File: config.mk
export PLATFORM = sky130hd
export DESIGN_NAME = crc8_framed_message_deframer_top_flat
export DESIGN_NICKNAME = d
export VERILOG_FILES = /design/src/hdl/cfmd_pkg.sv /design/src/hdl/cfmd_ifs.sv /design/src/hdl/cfmd_crc.sv /design/src/hdl/cfmd_buf.sv /design/src/hdl/crc8_framed_message_deframer_top.sv /design/src/flat_wrapper.sv
export SDC_FILE = /design/constraint.sdc
export NUM_CORES = 1
export LEC_CHECK = 0
export BUFFER_PORTS_ARGS = -buffer_cell sky130_fd_sc_hd__buf_4
export CAP_MARGIN = 0
export CELL_PAD_IN_SITES_DETAIL_PLACEMENT = 1
export CELL_PAD_IN_SITES_GLOBAL_PLACEMENT = 1
export CORE_MARGIN = 10
export CORE_UTILIZATION = 58
export CTS_CLUSTER_DIAMETER = 80
export DETAILED_ROUTE_END_ITERATION = 16
export PLACE_DENSITY = 0.91
export SLEW_MARGIN = 20
export SYNTH_ARGS = -nofsm -noshare
export SYNTH_HDL_FRONTEND = slang
export SYNTH_HIERARCHICAL = 1
export SYNTH_SLANG_ARGS = --single-unit
export TNS_END_PERCENT = 30
File: constraint.sdc
create_clock -name clk -period 6.4 [get_ports clk]
set_input_delay 1.28 -clock clk [delete_from_list [all_inputs] [get_ports clk]]
set_output_delay 1.28 -clock clk [all_outputs]
set_load 0.01 [all_outputs]
File: src/hdl/cfmd_pkg.sv
// Shared types, codes and the CRC-8 nibble step of the framed message deframer.
// Standalone package; cfmd_crc and the top level refer to it by scoped name.
`timescale 1ns / 1ps

package cfmd_pkg;

  // Reflected Dallas/Maxim CRC-8 polynomial and the start byte after reset.
  localparam logic [7:0] CRC_POLY    = 8'h8C;
  localparam logic [7:0] START_RESET = 8'h3A;
  localparam int         NIB_BITS    = 4;

  // Frame phase as the received stream is parsed.
  typedef enum logic [2:0] {
    PH_HUNT = 3'd0,
    PH_CODE = 3'd1,
    PH_LEN  = 3'd2,
    PH_DATA = 3'd3,
    PH_CRC  = 3'd4
  } phase_t;

  // Result kinds on the result channel.
  typedef enum logic [1:0] {
    KIND_HDR      = 2'd0,
    KIND_PAY      = 2'd1,
    KIND_BAD_CRC  = 2'd2,
    KIND_TOO_LONG = 2'd3
  } kind_t;

  // Sequencer states of the top level.
  typedef enum logic [2:0] {
    SQ_IDLE = 3'd0,
    SQ_FIN  = 3'd1,
    SQ_ONE  = 3'd2,
    SQ_RD   = 3'd3,
    SQ_PAY  = 3'd4
  } seq_t;

  // Control toward the shared CRC unit.
  typedef struct packed {
    logic start;      // load first nibble of a new byte
    logic seed_zero;  // start from zero instead of the running CRC
  } crc_ctl_t;

  // Four bit steps of the reflected CRC-8 shift register.
  function automatic logic [7:0] crc_nibble(input logic [7:0] c_in);
    logic [7:0] c;
    c = c_in;
    for (int b = 0; b < NIB_BITS; b++) begin
      c = c[0] ? ((c >> 1) ^ CRC_POLY) : (c >> 1);
    end
    return c;
  endfunction

endpackage

File: src/hdl/cfmd_ifs.sv
// Channel interfaces of the deframer: received bytes, results and configuration.
// Depends on nothing; plain valid/ready handshakes with source and sink modports.
`timescale 1ns / 1ps

interface cfmd_byte_if;
  logic       valid;
  logic       ready;
  logic [7:0] rx_byte;

  modport source (output valid, output rx_byte, input ready);
  modport sink   (input valid, input rx_byte, output ready);
endinterface

interface cfmd_res_if;
  logic       valid;
  logic       ready;
  logic [1:0] kind;
  logic [7:0] msg_code;
  logic [7:0] msg_length;
  logic [7:0] payload_byte;
  logic       last;

  modport source (output valid, output kind, output msg_code, output msg_length,
                  output payload_byte, output last, input ready);
  modport sink   (input valid, input kind, input msg_code, input msg_length,
                  input payload_byte, input last, output ready);
endinterface

interface cfmd_cfg_if;
  logic       valid;
  logic       ready;
  logic [7:0] start_value;

  modport source (output valid, output start_value, input ready);
  modport sink   (input valid, input start_value, output ready);
endinterface

File: src/hdl/cfmd_crc.sv
// Shared CRC-8 unit: a byte in two nibble passes, the low one registered, the high one combinational.
// Depends on cfmd_pkg for the control struct and the nibble step.
`timescale 1ns / 1ps

module cfmd_crc (
  input  logic                clk,
  input  cfmd_pkg::crc_ctl_t  ctl,
  input  logic [7:0]          seed,
  input  logic [7:0]          data,
  output logic [7:0]          crc
);

  logic [7:0] acc;

  // Fold the byte in and run the low nibble on start.
  always_ff @(posedge clk) begin
    if (ctl.start) begin
      acc <= cfmd_pkg::crc_nibble((ctl.seed_zero ? 8'h00 : seed) ^ data);
    end
  end

  // High nibble completes the byte in the following cycle.
  assign crc = cfmd_pkg::crc_nibble(acc);

endmodule

File: src/hdl/cfmd_buf.sv
// Payload buffer: one write port, one registered read port.
// No package dependencies.
`timescale 1ns / 1ps

module cfmd_buf #(
  parameter int DEPTH = 32,
  parameter int AW    = 5
) (
  input  logic          clk,
  input  logic          we,
  input  logic [AW-1:0] waddr,
  input  logic [7:0]    wdata,
  input  logic          re,
  input  logic [AW-1:0] raddr,
  output logic [7:0]    rdata
);

  logic [7:0] mem [0:DEPTH-1];

  always_ff @(posedge clk) begin
    if (we) begin
      mem[waddr] <= wdata;
    end
  end

  always_ff @(posedge clk) begin
    if (re) begin
      rdata <= mem[raddr];
    end
  end

endmodule

File: src/hdl/crc8_framed_message_deframer_top.sv
// Top level of the CRC-8 framed message deframer.
// Depends on cfmd_pkg, the interfaces in cfmd_ifs, cfmd_crc and cfmd_buf.
// Flow: one received byte is in flight at a time; it is accepted in SQ_IDLE and
//   finished in SQ_FIN. A frame end adds SQ_ONE for each single result and SQ_RD
//   then SQ_PAY per payload byte (buffer read, then output load); both wait while stalled.
// First result of a frame: its CRC byte is finished in SQ_FIN, then loaded out from SQ_ONE.
// Reset (rst, synchronous): hunting, CRC and held fields zero, start byte 0x3A.
`timescale 1ns / 1ps

module crc8_framed_message_deframer_top #(
  parameter int MAX_PAYLOAD = 32
) (
  input  logic        clk,
  input  logic        rst,
  cfmd_byte_if.sink   rx,
  cfmd_res_if.source  res,
  cfmd_cfg_if.sink    cfg
);

  localparam int         AW      = (MAX_PAYLOAD > 1) ? $clog2(MAX_PAYLOAD) : 1;
  localparam logic [7:0] MAX_LEN = 8'(MAX_PAYLOAD);

  // Sequencer and frame state.
  cfmd_pkg::seq_t   seq, seq_next;
  cfmd_pkg::phase_t phase;
  cfmd_pkg::kind_t  pend_kind;
  logic [7:0]       running_crc;
  logic [7:0]       held_code;
  logic [7:0]       held_length;
  logic [5:0]       byte_count;
  logic [5:0]       rd_idx;
  logic [7:0]       byte_q;
  logic [7:0]       start_value;

  // Output register.
  logic             out_valid;
  cfmd_pkg::kind_t  out_kind;
  logic [7:0]       out_code;
  logic [7:0]       out_len;
  logic [7:0]       out_pay;
  logic             out_last;

  // Datapath wiring.
  logic                accept_in;
  logic                can_load;
  logic                load_out;
  logic                hunting;
  logic                pay_last;
  logic [7:0]          new_crc;
  logic [5:0]          count_inc;
  logic [7:0]          mem_rdata;
  logic                mem_we;
  logic                mem_re;
  cfmd_pkg::crc_ctl_t  crc_ctl;

  // Take one byte at a time; the configuration port never stalls.
  assign rx.ready  = (seq == cfmd_pkg::SQ_IDLE);
  assign cfg.ready = 1'b1;
  assign accept_in = rx.valid && rx.ready;

  // The output register can load when empty or when its request leaves now.
  assign can_load = !out_valid || res.ready;
  assign load_out = can_load && (seq == cfmd_pkg::SQ_ONE || seq == cfmd_pkg::SQ_PAY);

  assign res.valid        = out_valid;
  assign res.kind         = out_kind;
  assign res.msg_code     = out_code;
  assign res.msg_length   = out_len;
  assign res.payload_byte = out_pay;
  assign res.last         = out_last;

  // Unknown phase codes behave as hunting.
  assign hunting = !(phase == cfmd_pkg::PH_CODE || phase == cfmd_pkg::PH_LEN ||
                     phase == cfmd_pkg::PH_DATA || phase == cfmd_pkg::PH_CRC);

  assign crc_ctl.start     = accept_in;
  assign crc_ctl.seed_zero = hunting;

  assign count_inc = 6'(byte_count + 6'd1);
  assign pay_last  = (({2'b00, rd_idx} + 8'd1) == held_length);

  // Store payload while the byte is finished; read ahead of each payload result.
  assign mem_we = (seq == cfmd_pkg::SQ_FIN) && (phase == cfmd_pkg::PH_DATA);
  assign mem_re = (seq == cfmd_pkg::SQ_RD);

  cfmd_crc u_crc (
    .clk  (clk),
    .ctl  (crc_ctl),
    .seed (running_crc),
    .data (rx.rx_byte),
    .crc  (new_crc)
  );

  cfmd_buf #(
    .DEPTH (MAX_PAYLOAD),
    .AW    (AW)
  ) u_buf (
    .clk   (clk),
    .we    (mem_we),
    .waddr (byte_count[AW-1:0]),
    .wdata (byte_q),
    .re    (mem_re),
    .raddr (rd_idx[AW-1:0]),
    .rdata (mem_rdata)
  );

  // Sequencer state register.
  always_ff @(posedge clk) begin
    if (rst) begin
      seq <= cfmd_pkg::SQ_IDLE;
    end else begin
      seq <= seq_next;
    end
  end

  // Next state: accept, finish the byte, then emit any results it causes.
  always_comb begin
    seq_next = seq;
    unique case (seq)
      cfmd_pkg::SQ_IDLE: begin
        if (accept_in) seq_next = cfmd_pkg::SQ_FIN;
      end
      cfmd_pkg::SQ_FIN: begin
        seq_next = cfmd_pkg::SQ_IDLE;
        if (phase == cfmd_pkg::PH_CRC) begin
          seq_next = cfmd_pkg::SQ_ONE;
        end else if (phase == cfmd_pkg::PH_LEN && byte_q > MAX_LEN) begin
          seq_next = cfmd_pkg::SQ_ONE;
        end
      end
      cfmd_pkg::SQ_ONE: begin
        if (can_load) begin
          seq_next = (pend_kind == cfmd_pkg::KIND_HDR && held_length != 8'd0) ?
                     cfmd_pkg::SQ_RD : cfmd_pkg::SQ_IDLE;
        end
      end
      cfmd_pkg::SQ_RD: begin
        seq_next = cfmd_pkg::SQ_PAY;
      end
      cfmd_pkg::SQ_PAY: begin
        if (can_load) seq_next = pay_last ? cfmd_pkg::SQ_IDLE : cfmd_pkg::SQ_RD;
      end
      default: begin
        seq_next = cfmd_pkg::SQ_IDLE;
      end
    endcase
  end

  // Frame state and output register.
  always_ff @(posedge clk) begin
    if (rst) begin
      phase       <= cfmd_pkg::PH_HUNT;
      running_crc <= 8'h00;
      held_code   <= 8'h00;
      held_length <= 8'h00;
      byte_count  <= 6'd0;
      rd_idx      <= 6'd0;
      start_value <= cfmd_pkg::START_RESET;
      out_valid   <= 1'b0;
    end else begin
      if (cfg.valid && cfg.ready) start_value <= cfg.start_value;
      if (accept_in) byte_q <= rx.rx_byte;
      // Load a new request, or drop the held one once the sink takes it.
      if (load_out) begin
        out_valid <= 1'b1;
      end else if (out_valid && res.ready) begin
        out_valid <= 1'b0;
      end

      unique case (seq)
        cfmd_pkg::SQ_FIN: begin
          // Commit the finished CRC and advance the frame phase.
          unique case (phase)
            cfmd_pkg::PH_CODE: begin
              running_crc <= new_crc;
              held_code   <= byte_q;
              phase       <= cfmd_pkg::PH_LEN;
            end
            cfmd_pkg::PH_LEN: begin
              running_crc <= new_crc;
              held_length <= byte_q;
              byte_count  <= 6'd0;
              if (byte_q > MAX_LEN) begin
                // Length beyond the buffer: flag and drop the frame.
                pend_kind <= cfmd_pkg::KIND_TOO_LONG;
                phase     <= cfmd_pkg::PH_HUNT;
              end else if (byte_q == 8'd0) begin
                phase <= cfmd_pkg::PH_CRC;
              end else begin
                phase <= cfmd_pkg::PH_DATA;
              end
            end
            cfmd_pkg::PH_DATA: begin
              running_crc <= new_crc;
              byte_count  <= count_inc;
              if ({2'b00, count_inc} >= held_length) phase <= cfmd_pkg::PH_CRC;
            end
            cfmd_pkg::PH_CRC: begin
              // CRC over the whole frame including its CRC byte must be zero.
              running_crc <= new_crc;
              pend_kind   <= (new_crc == 8'h00) ? cfmd_pkg::KIND_HDR :
                                                  cfmd_pkg::KIND_BAD_CRC;
              rd_idx      <= 6'd0;
              phase       <= cfmd_pkg::PH_HUNT;
            end
            default: begin
              // Hunting: open a frame only on the start byte.
              if (byte_q == start_value) begin
                running_crc <= new_crc;
                held_code   <= 8'h00;
                held_length <= 8'h00;
                byte_count  <= 6'd0;
                phase       <= cfmd_pkg::PH_CODE;
              end else begin
                phase <= cfmd_pkg::PH_HUNT;
              end
            end
          endcase
        end
        cfmd_pkg::SQ_ONE: begin
          // Header, bad CRC or length error.
          if (can_load) begin
            out_kind  <= pend_kind;
            out_code  <= held_code;
            out_len   <= held_length;
            out_pay   <= 8'h00;
            out_last  <= !(pend_kind == cfmd_pkg::KIND_HDR && held_length != 8'd0);
          end
        end
        cfmd_pkg::SQ_PAY: begin
          if (can_load) begin
            out_kind  <= cfmd_pkg::KIND_PAY;
            out_code  <= held_code;
            out_len   <= held_length;
            out_pay   <= mem_rdata;
            out_last  <= pay_last;
            rd_idx    <= 6'(rd_idx + 6'd1);
          end
        end
        default: begin
        end
      endcase
    end
  end

  // One byte in flight: no request is taken right after one was taken.
  a_one_at_a_time: assert property (@(posedge clk) disable iff (rst)
    (rx.valid && rx.ready) |=> !rx.ready)
    else $error("input taken while a byte is in flight");

  // Payload fill count stays below the frame length.
  a_count_in_range: assert property (@(posedge clk) disable iff (rst)
    (phase == cfmd_pkg::PH_DATA) |-> ({2'b00, byte_count} < held_length))
    else $error("payload count reached frame length in data phase");

  // The running CRC changes only when a byte is finished.
  a_crc_commit: assert property (@(posedge clk) disable iff (rst)
    (seq != cfmd_pkg::SQ_FIN) |=> $stable(running_crc))
    else $error("running CRC changed outside byte completion");

  // Payload is streamed only after a good header.
  a_pay_after_hdr: assert property (@(posedge clk) disable iff (rst)
    (seq == cfmd_pkg::SQ_PAY || seq == cfmd_pkg::SQ_RD) |->
      (pend_kind == cfmd_pkg::KIND_HDR))
    else $error("payload streamed for a frame without a good CRC");

endmodule
File: src/flat_wrapper.sv
// flat-port wrapper written by rule: the top's interface ports become plain ports
module crc8_framed_message_deframer_top_flat 
#(
  parameter int MAX_PAYLOAD = 32
)
  (clk, rst, rx_valid, rx_rx_byte, rx_ready, res_valid, res_kind, res_msg_code, res_msg_length, res_payload_byte, res_last, res_ready, cfg_valid, cfg_start_value, cfg_ready);
  cfmd_byte_if rx_i ();
  cfmd_res_if res_i ();
  cfmd_cfg_if cfg_i ();
  input  logic clk;
  input  logic rst;
  input wire logic [$bits(rx_i.valid)-1:0] rx_valid;
  input wire logic [$bits(rx_i.rx_byte)-1:0] rx_rx_byte;
  output wire logic [$bits(rx_i.ready)-1:0] rx_ready;
  output wire logic [$bits(res_i.valid)-1:0] res_valid;
  output wire logic [$bits(res_i.kind)-1:0] res_kind;
  output wire logic [$bits(res_i.msg_code)-1:0] res_msg_code;
  output wire logic [$bits(res_i.msg_length)-1:0] res_msg_length;
  output wire logic [$bits(res_i.payload_byte)-1:0] res_payload_byte;
  output wire logic [$bits(res_i.last)-1:0] res_last;
  input wire logic [$bits(res_i.ready)-1:0] res_ready;
  input wire logic [$bits(cfg_i.valid)-1:0] cfg_valid;
  input wire logic [$bits(cfg_i.start_value)-1:0] cfg_start_value;
  output wire logic [$bits(cfg_i.ready)-1:0] cfg_ready;
  assign rx_i.valid = rx_valid;
  assign rx_i.rx_byte = rx_rx_byte;
  assign rx_ready = rx_i.ready;
  assign res_valid = res_i.valid;
  assign res_kind = res_i.kind;
  assign res_msg_code = res_i.msg_code;
  assign res_msg_length = res_i.msg_length;
  assign res_payload_byte = res_i.payload_byte;
  assign res_last = res_i.last;
  assign res_i.ready = res_ready;
  assign cfg_i.valid = cfg_valid;
  assign cfg_i.start_value = cfg_start_value;
  assign cfg_ready = cfg_i.ready;
  crc8_framed_message_deframer_top #(.MAX_PAYLOAD(MAX_PAYLOAD)) u_core (.clk(clk), .rst(rst), .rx(rx_i), .res(res_i), .cfg(cfg_i));
endmodule
# Word-level counts from Yosys, hierarchy flattened
# Memories as Yosys holds them, arrays and structs flattened. A register that Yosys moved wholly into a read port is not among the register bits.
# Cells that the tools add are included.
# W data, S select, Z words.
[word_totals] mem_count=1 register_bits=96 word_cells=143 ram_bits=256 out_inout_bits=30
[op_classes] reduce_logical=42 n_bitwise=13 mux=48 n_eq_ne=16 magnitude_cmp=2 addsub=3
[memory_table] name="u_core.u_buf.mem" depth=32 word_bits=8 read_ports=1 rd_ports_with_merged_regs=1 wr=1 line_no="cfmd_buf.sv:18" rtl="logic [7:0] mem [0:DEPTH-1];"
[op_table] op="$mux W8" count=13
[op_table] op="$pmux W8 S2" count=3
[op_table] op="$not A2 Y3" count=8
[op_table] op="$mux W3" count=7
[op_table] op="$mux W6" count=3
[op_table] op="$pmux W6 S3" count=1
[op_table] op="$reduce_and A3 Y1" count=6
[op_table] op="$eq A8 B8 Y1" count=2
[op_table] op="$logic_not A8 Y1" count=2
[op_table] op="$pmux W3 S5" count=1
[op_table] op="$mux W2" count=7
[op_table] op="$reduce_bool A2 Y1" count=7
[op_table] op="$add A6 B1 Y6 const B" count=2
[op_table] op="$eq A3 B2 Y1 const B" count=4
[op_table] op="$pmux W3 S4" count=1
[op_table] op="$pmux W6 S2" count=1
[op_table] op="$ge A6 B8 Y1" count=1
[op_table] op="$gt A8 B6 Y1 const B" count=1
[op_table] op="$pmux W2 S2" count=2
[op_table] op="$reduce_and A4 Y1" count=2
[op_table] op="$reduce_bool A8 Y1" count=1
[op_table] op="$xor A8 B8 Y8" count=1
[op_table] op="$add A6 B1 Y7 const B" count=1
[op_table] op="$mux W1" count=7
[op_table] op="other kinds (17)" count=40

# Logic depth before layout (Yosys ltp)
# Gate-level depths: netlist of run 1.
[depth] depth_word=14 depth_mapped=9

# By module
# The synthesis of run 1 kept the hierarchy.
[by_module_without_submodules] module="cfmd_buf" area_each_um2=10133.5 cells_per_inst=417 instances=1
[by_module_without_submodules] module="crc8_framed_message_deframer_top" area_each_um2=3925.0 cells_per_inst=371 instances=1
[by_module_without_submodules] module="cfmd_crc" area_each_um2=585.6 cells_per_inst=46 instances=1

# Least setup slack after synthesis of run 1
# OpenSTA, ideal clock, no wires.
[synth_timing] kind="input to register" from="in rst" to="reg u_core.out_code[0] (netlist: u_core/res.msg_code[0]), enable pin" slack_ns=2.829 path_buffers=1 path_stages=2 arrival_time_ns=3.140 cell_sequence="clkbuf_1 > nor4_1"
[synth_via] elab_chain_len=2
[synth_rtl] element="start, declared" line_no="flat_wrapper.sv:11" rtl="input logic rst;"
[synth_rtl] element="$not A1 Y1 (no line)"
[synth_rtl] element="$reduce_and A3 Y1 (no line)"
[synth_rtl] element="end signal, assigned" line_no="crc8_framed_message_deframer_top.sv:224" rtl="out_code <= held_code;"
[synth_rtl] element="end signal, assigned" line_no="crc8_framed_message_deframer_top.sv:233" rtl="out_code <= held_code;"
[synth_rtl] element="end, declared" line_no="crc8_framed_message_deframer_top.sv:38" rtl="logic [7:0] out_code;"
# Every way passes these cells.
# A chain may end at the register's enable or synchronous reset.

# Worst setup path after layout of run 1
[layout_timing] from="reg u_core.seq[2]" to="mem u_core.u_buf.mem[26][0], enable pin"
[layout_via] elab_chain_len=4
[layout_rtl] element="start, declared" line_no="crc8_framed_message_deframer_top.sv:24" rtl="cfmd_pkg::seq_t seq, seq_next;"
[layout_rtl] element="start signal, assigned" line_no="crc8_framed_message_deframer_top.sv:110" rtl="seq <= cfmd_pkg::SQ_IDLE;"
[layout_rtl] element="start signal, assigned" line_no="crc8_framed_message_deframer_top.sv:112" rtl="seq <= seq_next;"
[layout_rtl] element="$eq A3 B1 Y1" line_no="crc8_framed_message_deframer_top.sv:83" rtl="assign mem_we = (seq == cfmd_pkg::SQ_FIN) && (phase == cfmd_pkg::PH_DATA);"
[layout_rtl] element="$logic_and A1 B1 Y1" line_no="crc8_framed_message_deframer_top.sv:83"
[layout_rtl] element="named net u_core.mem_we" line_no="crc8_framed_message_deframer_top.sv:52" rtl="logic mem_we;"
[layout_rtl] element="$mux W1" line_no="cfmd_buf.sv:21" rtl="if (we) begin"
[layout_rtl] element="$mux W1 (implied by the code)" line_no="cfmd_buf.sv:22" rtl="mem[waddr] <= wdata;"
[layout_rtl] element="end, declared" line_no="cfmd_buf.sv:18"
# The timed path passes the listed nets, and every way through them passes these cells.

==> results of run 1 <==
==> metal layers <==
layer / GRT usage (%) / wire length (um) / vias to the layer above
met1: 29.9 / 14300 / 4261
met2: 39.4 / 18600 / 369
met3: 4.68 / 2660 / 72
met5: 0 / 0 / -
met4: 8.99 / 1240 / 0
li1: - / - / 3388
==> state kept, by name, summed over array words and instances, names as in the netlist, 3 cells and up <==
name	flops
u_core/held_code	8
u_core/phase	3
u_core/u_buf/mem	256
u_core/res.payload_byte	8
u_core/byte_count	6
u_core/byte_q	8
u_core/start_value	8
u_core/rd_idx	6
u_core/running_crc	8
u_core/held_length	8
u_core/seq	3
u_core/res.msg_length	8
u_core/u_buf/rdata	8
u_core/u_crc/acc	8
u_core/res.msg_code	8
==> kinds of logic (layout without fill, tap and decap cells) <==
group           Yosys count  in the layout  share of synthesized area, %
flops                   360            360                          70.3
simple gates            179            179                          6.30
mux                     105            105                          14.1
compound gates           69             69                          3.27
buf+inv                  63            147                          2.09
xor+xnor                 49             49                          3.21
fa+ha+maj                 8              8                         0.684
other cells               1              1                        0.0256
==> cells in the mapped netlist, types with 2 or more instances <==
| cell | instances | area, sq um |
|---|---|---|
| inv_1 | 21 | 78.8 |
| buf_1 | 6 | 22.5 |
| o21ai_0 | 3 | 15.0 |
| nand4_1 | 4 | 25.0 |
| a211oi_1 | 5 | 37.5 |
| edfxtp_1 | 309 | 9280 |
| a31oi_1 | 2 | 12.5 |
| nand2_1 | 27 | 101 |
| xor2_1 | 6 | 52.6 |
| buf_2 | 5 | 25.0 |
| or3_1 | 4 | 25.0 |
| a311oi_1 | 2 | 17.5 |
| nor3b_1 | 2 | 15.0 |
| nand3_1 | 8 | 40.0 |
| or4_1 | 2 | 15.0 |
| mux2_2 | 8 | 90.1 |
| nor2b_1 | 6 | 37.5 |
| nand3b_1 | 6 | 45.0 |
| nor4_1 | 7 | 43.8 |
| nand2b_2 | 2 | 17.5 |
| dfxtp_1 | 51 | 1020 |
| a21oi_1 | 18 | 90.1 |
| mux4_2 | 80 | 1800 |
| nor2_1 | 74 | 278 |
| mux2i_1 | 17 | 170 |
| nand2b_1 | 3 | 18.8 |
| nor3_1 | 3 | 15.0 |
| or3b_2 | 3 | 26.3 |
| and2_1 | 5 | 31.3 |
| buf_4 | 11 | 82.6 |
| clkbuf_1 | 16 | 60.1 |
| xnor2_1 | 39 | 342 |
| ha_1 | 8 | 100 |
| and3_1 | 14 | 87.6 |
| o21ai_1 | 11 | 55.1 |
| o32ai_1 | 16 | 140 |
| xnor2_2 | 2 | 32.5 |
==> stage by stage <==
step	cell area, sq um	instances
after CTS	16500	1248
final	16500	1248
after floorplan	14600	834
after detailed placement	15300	1184
after global routing	16500	1248
after global placement	15300	1182
==> path summary, 6_finish.rpt <==
check,to,slack (ns),cells past startpoint,from
worst max-delay path,u_core/u_buf/mem[26][0]$_DFFE_PP_,2.70,5,u_core/seq[2]$_SDFFE_PP0P_
worst min-delay path,u_core/res.msg_code[3]$_DFFE_PP_,0.43,0,u_core/held_code[3]$_SDFFE_PP0P_
worst max register to register,u_core/u_buf/mem[26][0]$_DFFE_PP_,2.70,5,u_core/seq[2]$_SDFFE_PP0P_
worst min register to register,u_core/res.msg_code[3]$_DFFE_PP_,0.43,0,u_core/held_code[3]$_SDFFE_PP0P_
==> final cells by class <==
| type | count | area (sq um) |
|---|---|---|
| flip-flops and latches | 360 | 10300 |
| fillers | 2125 | 8540 |
| multi-input cells | 411 | 4060 |
| clock buffers | 47 | 983 |
| repair buffers | 61 | 485 |
| well taps | 330 | 413 |
| clock inverters | 17 | 159 |
| inverters | 22 | 82.6 |
==> worst max-delay path: cells and delay by family (launching register included) <==
kind             cells  cell delay [ns]
AND/OR/NAND/NOR      5             2.74
flip-flops           1             0.55
==> power by group through the flow <==
stage / registers [mW] / clock network, mW / logic (mW)
floorplan: 2.62 / 0 / 0.0896
global placement: 2.62 / 0 / 0.130
detailed placement: 2.62 / 0 / 0.148
CTS: 2.57 / 2.08 / 0.150
global route: 2.57 / 2.19 / 0.163
finish: 2.57 / 2.05 / 0.152
==> summary.txt, run 1 <==
Logic synthesis
  • Syn Area/Cell: 17.6 sq um
  • Mapped Area: 14600 sq um
  • Async set-reset flop share out of synthesis: 0%
  • Synth Instances: 834
  • Post-synthesis sequential area ratio: 70.3%
  • Main flop type after synthesis: edfxtp_1
  • Syn_nets: 863
  • Post-synth EDFFs: 309
  • Yosys cell types: 65
  • YS warnings: 6
  • Synthesis-stage register bit count: 360

Timing
  • Clk_skew: 0.0146 ns
  • Minimum clock period: 3.70 ns
  • Unrepaired setup endpoints after global routing: no
  • Slew headroom: 24.7%
  • Count of final setup violators: 0
  • Fmax: 0.270 GHz
  • Setup_tns: 0 ns
  • Max Slew Vio Count: 0
  • Final Hold Fails: 0
  • Final Cycle Share: 57.8%
  • Worst Tran Pin Value: 1.13 ns
  • Fin Hold WS: 0.431 ns
  • Setup slack after layout: 2.70 ns

Finish
  • NumNets Final: 922
  • Antenna diodes: 0
  • Share of cells above drive strength 1: 24.8%
  • Growth of design area from synthesis to finish: 12.6%
  • Post-layout util: 65.9%
  • Most frequent cells in the layout: 309 x edfxtp_1, 80 x mux4_2, 74 x nor2_1
  • Most common cell after layout, fill and taps aside: edfxtp_1

Drt
  • DR vias/cell: 6.48
  • DRT iter0 DRCs: 988
  • DR vias: 8090
  • Remaining DRCs: 0
  • DRT Pass-1 Iters: 5
  • WL per Instance: 29.4 um
  • Routed wire length: 36700 um
  • Antenna viol nets, final: 0

Global routing
  • Initial antenna violation count: 0
  • First-pass GRT wire length: 55500 um
  • Maximum number of pins on one net before global-route repair: 58
  • Total grt overflow: 0
  • Vias in the first global route: 8600
  • Global Route Usage Sum: 23.5%

Clocking
  • CTS Hold Bufs: 0
  • CTS sink count: 360
  • CTS max path bufs: 3
  • H-tree Lvls: 2
  • CTS Buf Count: 37
  • Clk pin slew, worst setup/hold paths: 0.06 ns
  • Clock Root Buffer: clkbuf_16
  • Clk Latency, worst-skew pair: 0.51 ns
  • PostCTS Resize Cnt: 0
  • Post-CTS Setup Inserts: 0
  • TritonCTS clock tree: built

Setup path
  • WS Path Type: flop to flop
  • CP max stage cell: nor2_1
  • Critical Path Sink Type: flop
  • Critical-path maximum fanout: 21
  • Delay of the slowest critical-path stage: 0.96 ns
  • Most common cell on crit path: nor2_1
  • Critical path cell sequence: nor2_1, nand2_1, nor2_1, nand3b_1, nor2_1
  • CP arrival: 3.82 ns
  • WP data required: 6.52 ns
  • Startpoint type of the worst setup path: flop

Placement
  • Setup WS pre-CTS: 2.95 ns
  • Port Buf Inserts: 49
  • HPWL Detailed: 23600 um
  • Routability cong.: 0.830

Flow run
  • Max-cap viol count: 0

Min path
  • Worst hold path class: flop to flop

Power
  • Power density cells: 290 nW/um^2
  • Net Sw Frac: 20.2%
  • Internal cell power: 3.81 mW
  • Final Total Pwr: 4.78 mW
  • Clk pwr share: 42.9%
  • Comb power frac: 3.2%
  • Leak: 5.21 nW
  • Register share of total power: 53.9%
  • VDD IR max: 239 uV
  • Sw Pwr: 963 uW

Floorplan
  • Cell row count: 58
  • Die H: 179 um
  • Chip Width: 179 um
  • CORE AREA: 25000 sq um
  • # IOs: 51
  • Starting Density: 58.5%
  • Die footprint: 32000 sq um

Status
  • Status: finished, final reports clean
Power figures use the tool's default switching activity.
==> run 2, diff against run 1 <==
--- a/config.mk
+++ b/config.mk
@@ -10,10 +10,10 @@
 export CELL_PAD_IN_SITES_DETAIL_PLACEMENT = 1
 export CELL_PAD_IN_SITES_GLOBAL_PLACEMENT = 1
 export CORE_MARGIN = 10
-export CORE_UTILIZATION = 58
+export CORE_UTILIZATION = 53
 export CTS_CLUSTER_DIAMETER = 80
 export DETAILED_ROUTE_END_ITERATION = 16
-export PLACE_DENSITY = 0.91
+export PLACE_DENSITY = 0.85
 export SLEW_MARGIN = 20
 export SYNTH_ARGS = -nofsm -noshare
 export SYNTH_HDL_FRONTEND = slang
==> constraint.sdc (replaced) <==
create_clock -name clk -period 3.8 [get_ports clk]
set_input_delay 0.76 -clock clk [delete_from_list [all_inputs] [get_ports clk]]
set_output_delay 0.76 -clock clk [all_outputs]
set_load 0.01 [all_outputs]
==> summary.txt, run 2 (same netlist as run 1, synthesis figures left out) <==
Finish
  • Share of cells above drive strength 1: 25.3% (+0.43 points)
  • Most frequent cells in the layout: 309 x edfxtp_1, 80 x mux4_2, 74 x nor2_1
  • NumNets Final: 929 (+0.76%)
  • Antenna diodes: 0 (unchanged)
  • Max reg flops: 256 (unchanged)
  • Most common cell after layout, fill and taps aside: edfxtp_1
  • Top reg by flops: u_core/u_buf/mem
  • Growth of design area from synthesis to finish: 13.3%
  • Final instance area: 16600 sq um (+0.60%)

Setup path
  • Top delay family on crit path: simple AND/OR/NAND/NOR gates
  • Delay of the slowest critical-path stage: 0.99 ns (+0.03 ns)
  • Startpoint type of the worst setup path: flop
  • CP max stage cell: nor2_1
  • WP data required: 3.93 ns (-2.59 ns)
  • WS Path Type: flop to flop
  • WP buf/inv: 1 (+1)
  • Critical-path maximum fanout: 11 (-48%)
  • Most common cell on crit path: nor2_1
  • Critical Path Sink Type: flop
  • Critical path cell sequence: nand2_1, nor2_1, buf_4, nand3b_1, nor2_1
  • CP arrival: 3.25 ns (-0.57 ns)

Placement
  • Port Buf Inserts: 49 (unchanged)
  • DP Area: 15500 sq um (+0.75%)
  • HPWL Detailed: 22800 um (-3.3%)
  • Routability cong.: 0.852 (+2.7%)

Clocking
  • CTS Hold Bufs: 0 (unchanged)
  • Clk pin slew, worst setup/hold paths: 0.06 ns (about the same)
  • Clock Root Buffer: clkbuf_16
  • PostCTS Resize Cnt: 0 (unchanged)
  • Clk Latency, worst-skew pair: 0.52 ns (about the same)
  • CTS sink count: 360 (unchanged)
  • Post-CTS Setup Inserts: 0 (unchanged)
  • TritonCTS clock tree: built
  • H-tree Lvls: 2 (unchanged)
  • CTS Buf Count: 37 (unchanged)
  • CTS max path bufs: 3 (unchanged)

Floorplan
  • Cell row count: 60 (+3.4%)
  • Die H: 186 um (+4.1%)
  • # IOs: 51 (unchanged)
  • Die footprint: 34700 sq um (+8.4%)
  • Chip Width: 186 um (+4.1%)
  • Starting Density: 54.0% (-4.5 points)
  • CORE AREA: 27100 sq um (+8.2%)

Drt
  • DR vias/cell: 6.22 (-4.0%)
  • Routed wire length: 36500 um (-0.79%)
  • WL per Instance: 28.1 um (-4.6%)
  • Remaining DRCs: 0 (unchanged)
  • DRT iter0 DRCs: 929 (-6.0%)
  • DR vias: 8080 (-0.12%)
  • Antenna viol nets, final: 0 (unchanged)
  • DRT Pass-1 Iters: 5 (unchanged)

Power
  • Leak: 5.23 nW (+0.40%)
  • VDD IR max: 261 uV (+9.6%)
  • Sw Pwr: 1.67 mW (+73%)
  • Register share of total power: 54.0% (about the same)
  • Clk pwr share: 42.8% (about the same)
  • Net Sw Frac: 20.8% (+0.65 points)
  • Power density cells: 483 nW/um^2 (+67%)
  • Comb power frac: 3.2% (about the same)
  • Internal cell power: 6.35 mW (+67%)

Global routing
  • Total grt overflow: 0 (unchanged)
  • First-pass GRT wire length: 55000 um (-0.96%)
  • Global Route Usage Sum: 21.4% (-2.1 points)
  • Maximum number of pins on one net before global-route repair: 49 (-16%)
  • Vias in the first global route: 8532 (-0.79%)
  • Initial antenna violation count: 0 (unchanged)

Timing
  • Slew headroom: 22.6% (-2.1 points)
  • Worst Tran Pin Value: 1.16 ns (+0.0322 ns)
  • Unrepaired setup endpoints after global routing: no
  • Minimum clock period: 3.12 ns (-0.578 ns)
  • Max Slew Vio Count: 0 (unchanged)
  • Clk_skew: 0.0206 ns (+0.00606 ns)
  • Fmax: 0.320 GHz (+19%)
  • Count of final setup violators: 0 (unchanged)
  • Final Cycle Share: 82.1% (+24 points)
  • Setup_tns: 0 ns (unchanged)
  • Final Hold Fails: 0 (unchanged)

Min path
  • Worst hold path class: input pin to flop

Status
  • Status: finished, final reports clean

Flow run
  • Max-cap viol count: 0 (unchanged)
-- run 2: layout make-up --
class,instances,area [sq um]
flip-flops and latches,360,10300
clock inverters,17,115
clock buffers,48,1020
fillers,2332,10500
multi-input cells,411,4060
inverters,22,82.6
repair buffers,68,548
well taps,372,465
-- run 2: power by group through the flow --
stage	combinational (mW)	clock, mW	sequential [mW]
after floorplan	0.151	0	4.42
after global placement	0.236	0	4.41
after detailed placement	0.252	0	4.41
after CTS	0.257	3.49	4.33
after global routing	0.276	3.64	4.33
final	0.257	3.43	4.33
-- run 2: path summary, 6_finish.rpt --
path	start	to	slack [ns]	depth (start not counted)
worst max-delay path	u_core/seq[0]$_SDFFE_PP0P_	u_core/u_buf/mem[1][0]$_DFFE_PP_	0.68	5
worst min-delay path	rx_rx_byte[7]	u_core/byte_q[7]$_DFFE_PP_	0.43	1
worst max register to register	u_core/seq[0]$_SDFFE_PP0P_	u_core/u_buf/mem[1][0]$_DFFE_PP_	0.68	5
worst min register to register	u_core/held_code[6]$_SDFFE_PP0P_	u_core/res.msg_code[6]$_DFFE_PP_	0.43	0
-- run 2: layer usage --
layer / routed length, um / up-vias / GRT usage, % / part of all wire, %
li1: - / 3409 / - / -
met1: 14600 / 4291 / 27.9 / 40
met2: 18400 / 321 / 35.9 / 51
met3: 2520 / 59 / 4.07 / 6.9
met4: 886 / 0 / 6.39 / 2.4
met5: 0 / - / 0 / 0
-- run 2: per-stage QoR --
step / hold WS, ns / setup slack [ns] / util [%] / total power [mW] / std cells
6_report: 0.429 / 0.679 / 61.2 / 8.02 / 1298
5_1_grt: 0.410 / 0.619 / 61.2 / 8.24 / 1298
3_3_place_gp: 0.414 / 0.962 / 57.0 / 4.65 / 1233
2_1_floorplan: 0.408 / 0.749 / - / 4.57 / 834
3_5_place_dp: 0.417 / 0.901 / 57.0 / 4.66 / 1233
4_1_cts: 0.402 / 0.822 / 61.2 / 8.08 / 1298
==> run 3, diff against run 2 <==
==> constraint.sdc (replaced) <==
create_clock -name clk -period 3 [get_ports clk]
set_input_delay 0.6 -clock clk [delete_from_list [all_inputs] [get_ports clk]]
set_output_delay 0.6 -clock clk [all_outputs]
set_load 0.01 [all_outputs]
==> summary.txt, run 3 (same netlist as run 1, synthesis figures left out) <==
Timing
  • Setup slack after layout: 0.148 ns (-0.531 ns)
  • Clk_skew: 0.0215 ns (+0.000874 ns)
  • Final Hold Fails: 0 (unchanged)
  • Setup_tns: 0 ns (unchanged)
  • Fmax: 0.351 GHz (+9.4%)
  • Worst Tran Pin Value: 0.789 ns (-0.371 ns)
  • Final Cycle Share: 95.1% (+13 points)
  • Slew headroom: 47.3% (+25 points)
  • Max Slew Vio Count: 0 (unchanged)
  • Unrepaired setup endpoints after global routing: no
  • Fin Hold WS: 0.278 ns (-0.151 ns)
  • Minimum clock period: 2.85 ns (-0.269 ns)
  • Count of final setup violators: 0 (unchanged)

Placement
  • DP Cell Count: 1272 (+3.2%)
  • DP Area: 15800 sq um (+1.9%)
  • Setup WS pre-CTS: 0.293 ns (-0.608 ns)
  • Routability cong.: 0.865 (+1.5%)
  • HPWL Detailed: 24300 um (+6.5%)
  • Port Buf Inserts: 49 (unchanged)

Power
  • Final Total Pwr: 10.5 mW (+31%)
  • VDD IR max: 453 uV (+73%)
  • Leak: 5.48 nW (+4.8%)
  • Power density cells: 618 nW/um^2 (+28%)

Drt
  • Routed wire length: 37400 um (+2.7%)
  • DR vias: 8247 (+2.1%)
  • DR vias/cell: 6.17 (-0.84%)
  • Antenna viol nets, final: 0 (unchanged)
  • Remaining DRCs: 0 (unchanged)
  • WL per Instance: 28.0 um (-0.21%)
  • DRT Pass-1 Iters: 5 (unchanged)
  • DRT iter0 DRCs: 858 (-7.6%)

Setup path
  • Startpoint type of the worst setup path: flop
  • Critical-path maximum fanout: 9 (-2)
  • CP arrival: 3.08 ns (-0.17 ns)
  • WP data required: 3.23 ns (-0.70 ns)
  • Top delay family on crit path: simple AND/OR/NAND/NOR gates
  • WP buf/inv: 2 (+1)
  • Critical path cell sequence: nor2b_1, nand2_1, nor2_1, buf_4, nand3_1, nor2_1, buf_4
  • Delay of the slowest critical-path stage: 0.56 ns (-0.43 ns)
  • WS Path Type: flop to flop
  • CP max stage cell: dfxtp_1
  • Critical Path Sink Type: flop

Floorplan
  • CORE AREA: 27100 sq um (unchanged)
  • # IOs: 51 (unchanged)
  • Die footprint: 34700 sq um (unchanged)
  • Starting Density: 54.0% (unchanged)
  • Die H: 186 um (unchanged)
  • Chip Width: 186 um (unchanged)
  • Cell row count: 60 (unchanged)

Clocking
  • Clk pin slew, worst setup/hold paths: 0.06 ns (about the same)
  • Clk Latency, worst-skew pair: 0.53 ns (about the same)
  • Clock Root Buffer: clkbuf_16
  • CTS Hold Bufs: 0 (unchanged)
  • CTS Buf Count: 37 (unchanged)
  • CTS sink count: 360 (unchanged)
  • CTS max path bufs: 3 (unchanged)
  • Post-CTS Setup Inserts: 0 (unchanged)
  • H-tree Lvls: 2 (unchanged)
  • TritonCTS clock tree: built

Global routing
  • First-pass GRT wire length: 57000 um (+3.6%)
  • Total grt overflow: 0 (unchanged)
  • Initial antenna violation count: 2 (+2)
  • Global Route Usage Sum: 22.3% (+0.93 points)
  • Maximum number of pins on one net before global-route repair: 44 (-10%)
  • Vias in the first global route: 8793 (+3.1%)

Min path
  • Worst hold path class: input pin to flop

Finish
  • Max reg flops: 256 (unchanged)
  • Multi-input gate area: 4050 sq um (about the same)
  • FILL cells: 2332 (unchanged)
  • FF+latch area: 10300 sq um (unchanged)
  • Antenna diodes: 0 (unchanged)
  • Most common cell after layout, fill and taps aside: edfxtp_1
  • Post-layout util: 62.6% (+1.4 points)
  • Share of cells above drive strength 1: 28.5% (+3.3 points)
  • Top reg by flops: u_core/u_buf/mem
  • Most frequent cells in the layout: 309 x edfxtp_1, 103 x buf_4, 80 x mux4_2
  • Growth of design area from synthesis to finish: 15.9%
  • NumNets Final: 968 (+4.2%)
  • Final instance area: 17000 sq um (+2.3%)
  • Fin cells: 1336 (+2.9%)

Flow run
  • Max-cap viol count: 0 (unchanged)

Status
  • Status: finished, final reports clean
[run 3: path summary, 6_finish.rpt]
check                              startpoint                          endpoint  slack [ns]  depth (start not counted)
max              u_core/phase[0]$_SDFFE_PP0P_  u_core/u_buf/mem[7][3]$_DFFE_PP_        0.15                          7
min                             rx_rx_byte[7]        u_core/byte_q[7]$_DFFE_PP_        0.28                          1
max reg2reg      u_core/phase[0]$_SDFFE_PP0P_  u_core/u_buf/mem[7][3]$_DFFE_PP_        0.15                          7
min reg2reg  u_core/held_code[4]$_SDFFE_PP0P_  u_core/res.msg_code[4]$_DFFE_PP_        0.43                          0
[run 3: timing repair]
item	in CTS	in global routing
setup endpoints to repair	0	8
resized for setup	0	1
hold endpoints to repair	0	0
[run 3: area by class of cell]
cell class / instances / share of cell area (%)
Clock buffer: 45 / 5.75
Inverter: 22 / 0.486
Sequential cell: 360 / 60.7
Tap cell: 372 / 2.74
Timing Repair Buffer: 107 / 5.03
Clock inverter: 19 / 1.44
Multi-Input combinational cell: 411 / 23.9
[run 3: routing by layer]
layer | GRT usage, % | routed length [um]
met5 | 0 | 11
met4 | 7.74 | 1090
met3 | 4.38 | 2680
met2 | 38.2 | 19300
met1 | 28.0 | 14300
[run 3: where the power goes]
group	internal (mW)	switching, mW
clock network	2.82	1.85
logic	0.118	0.209
registers	5.45	0.0400
total	8.39	2.10
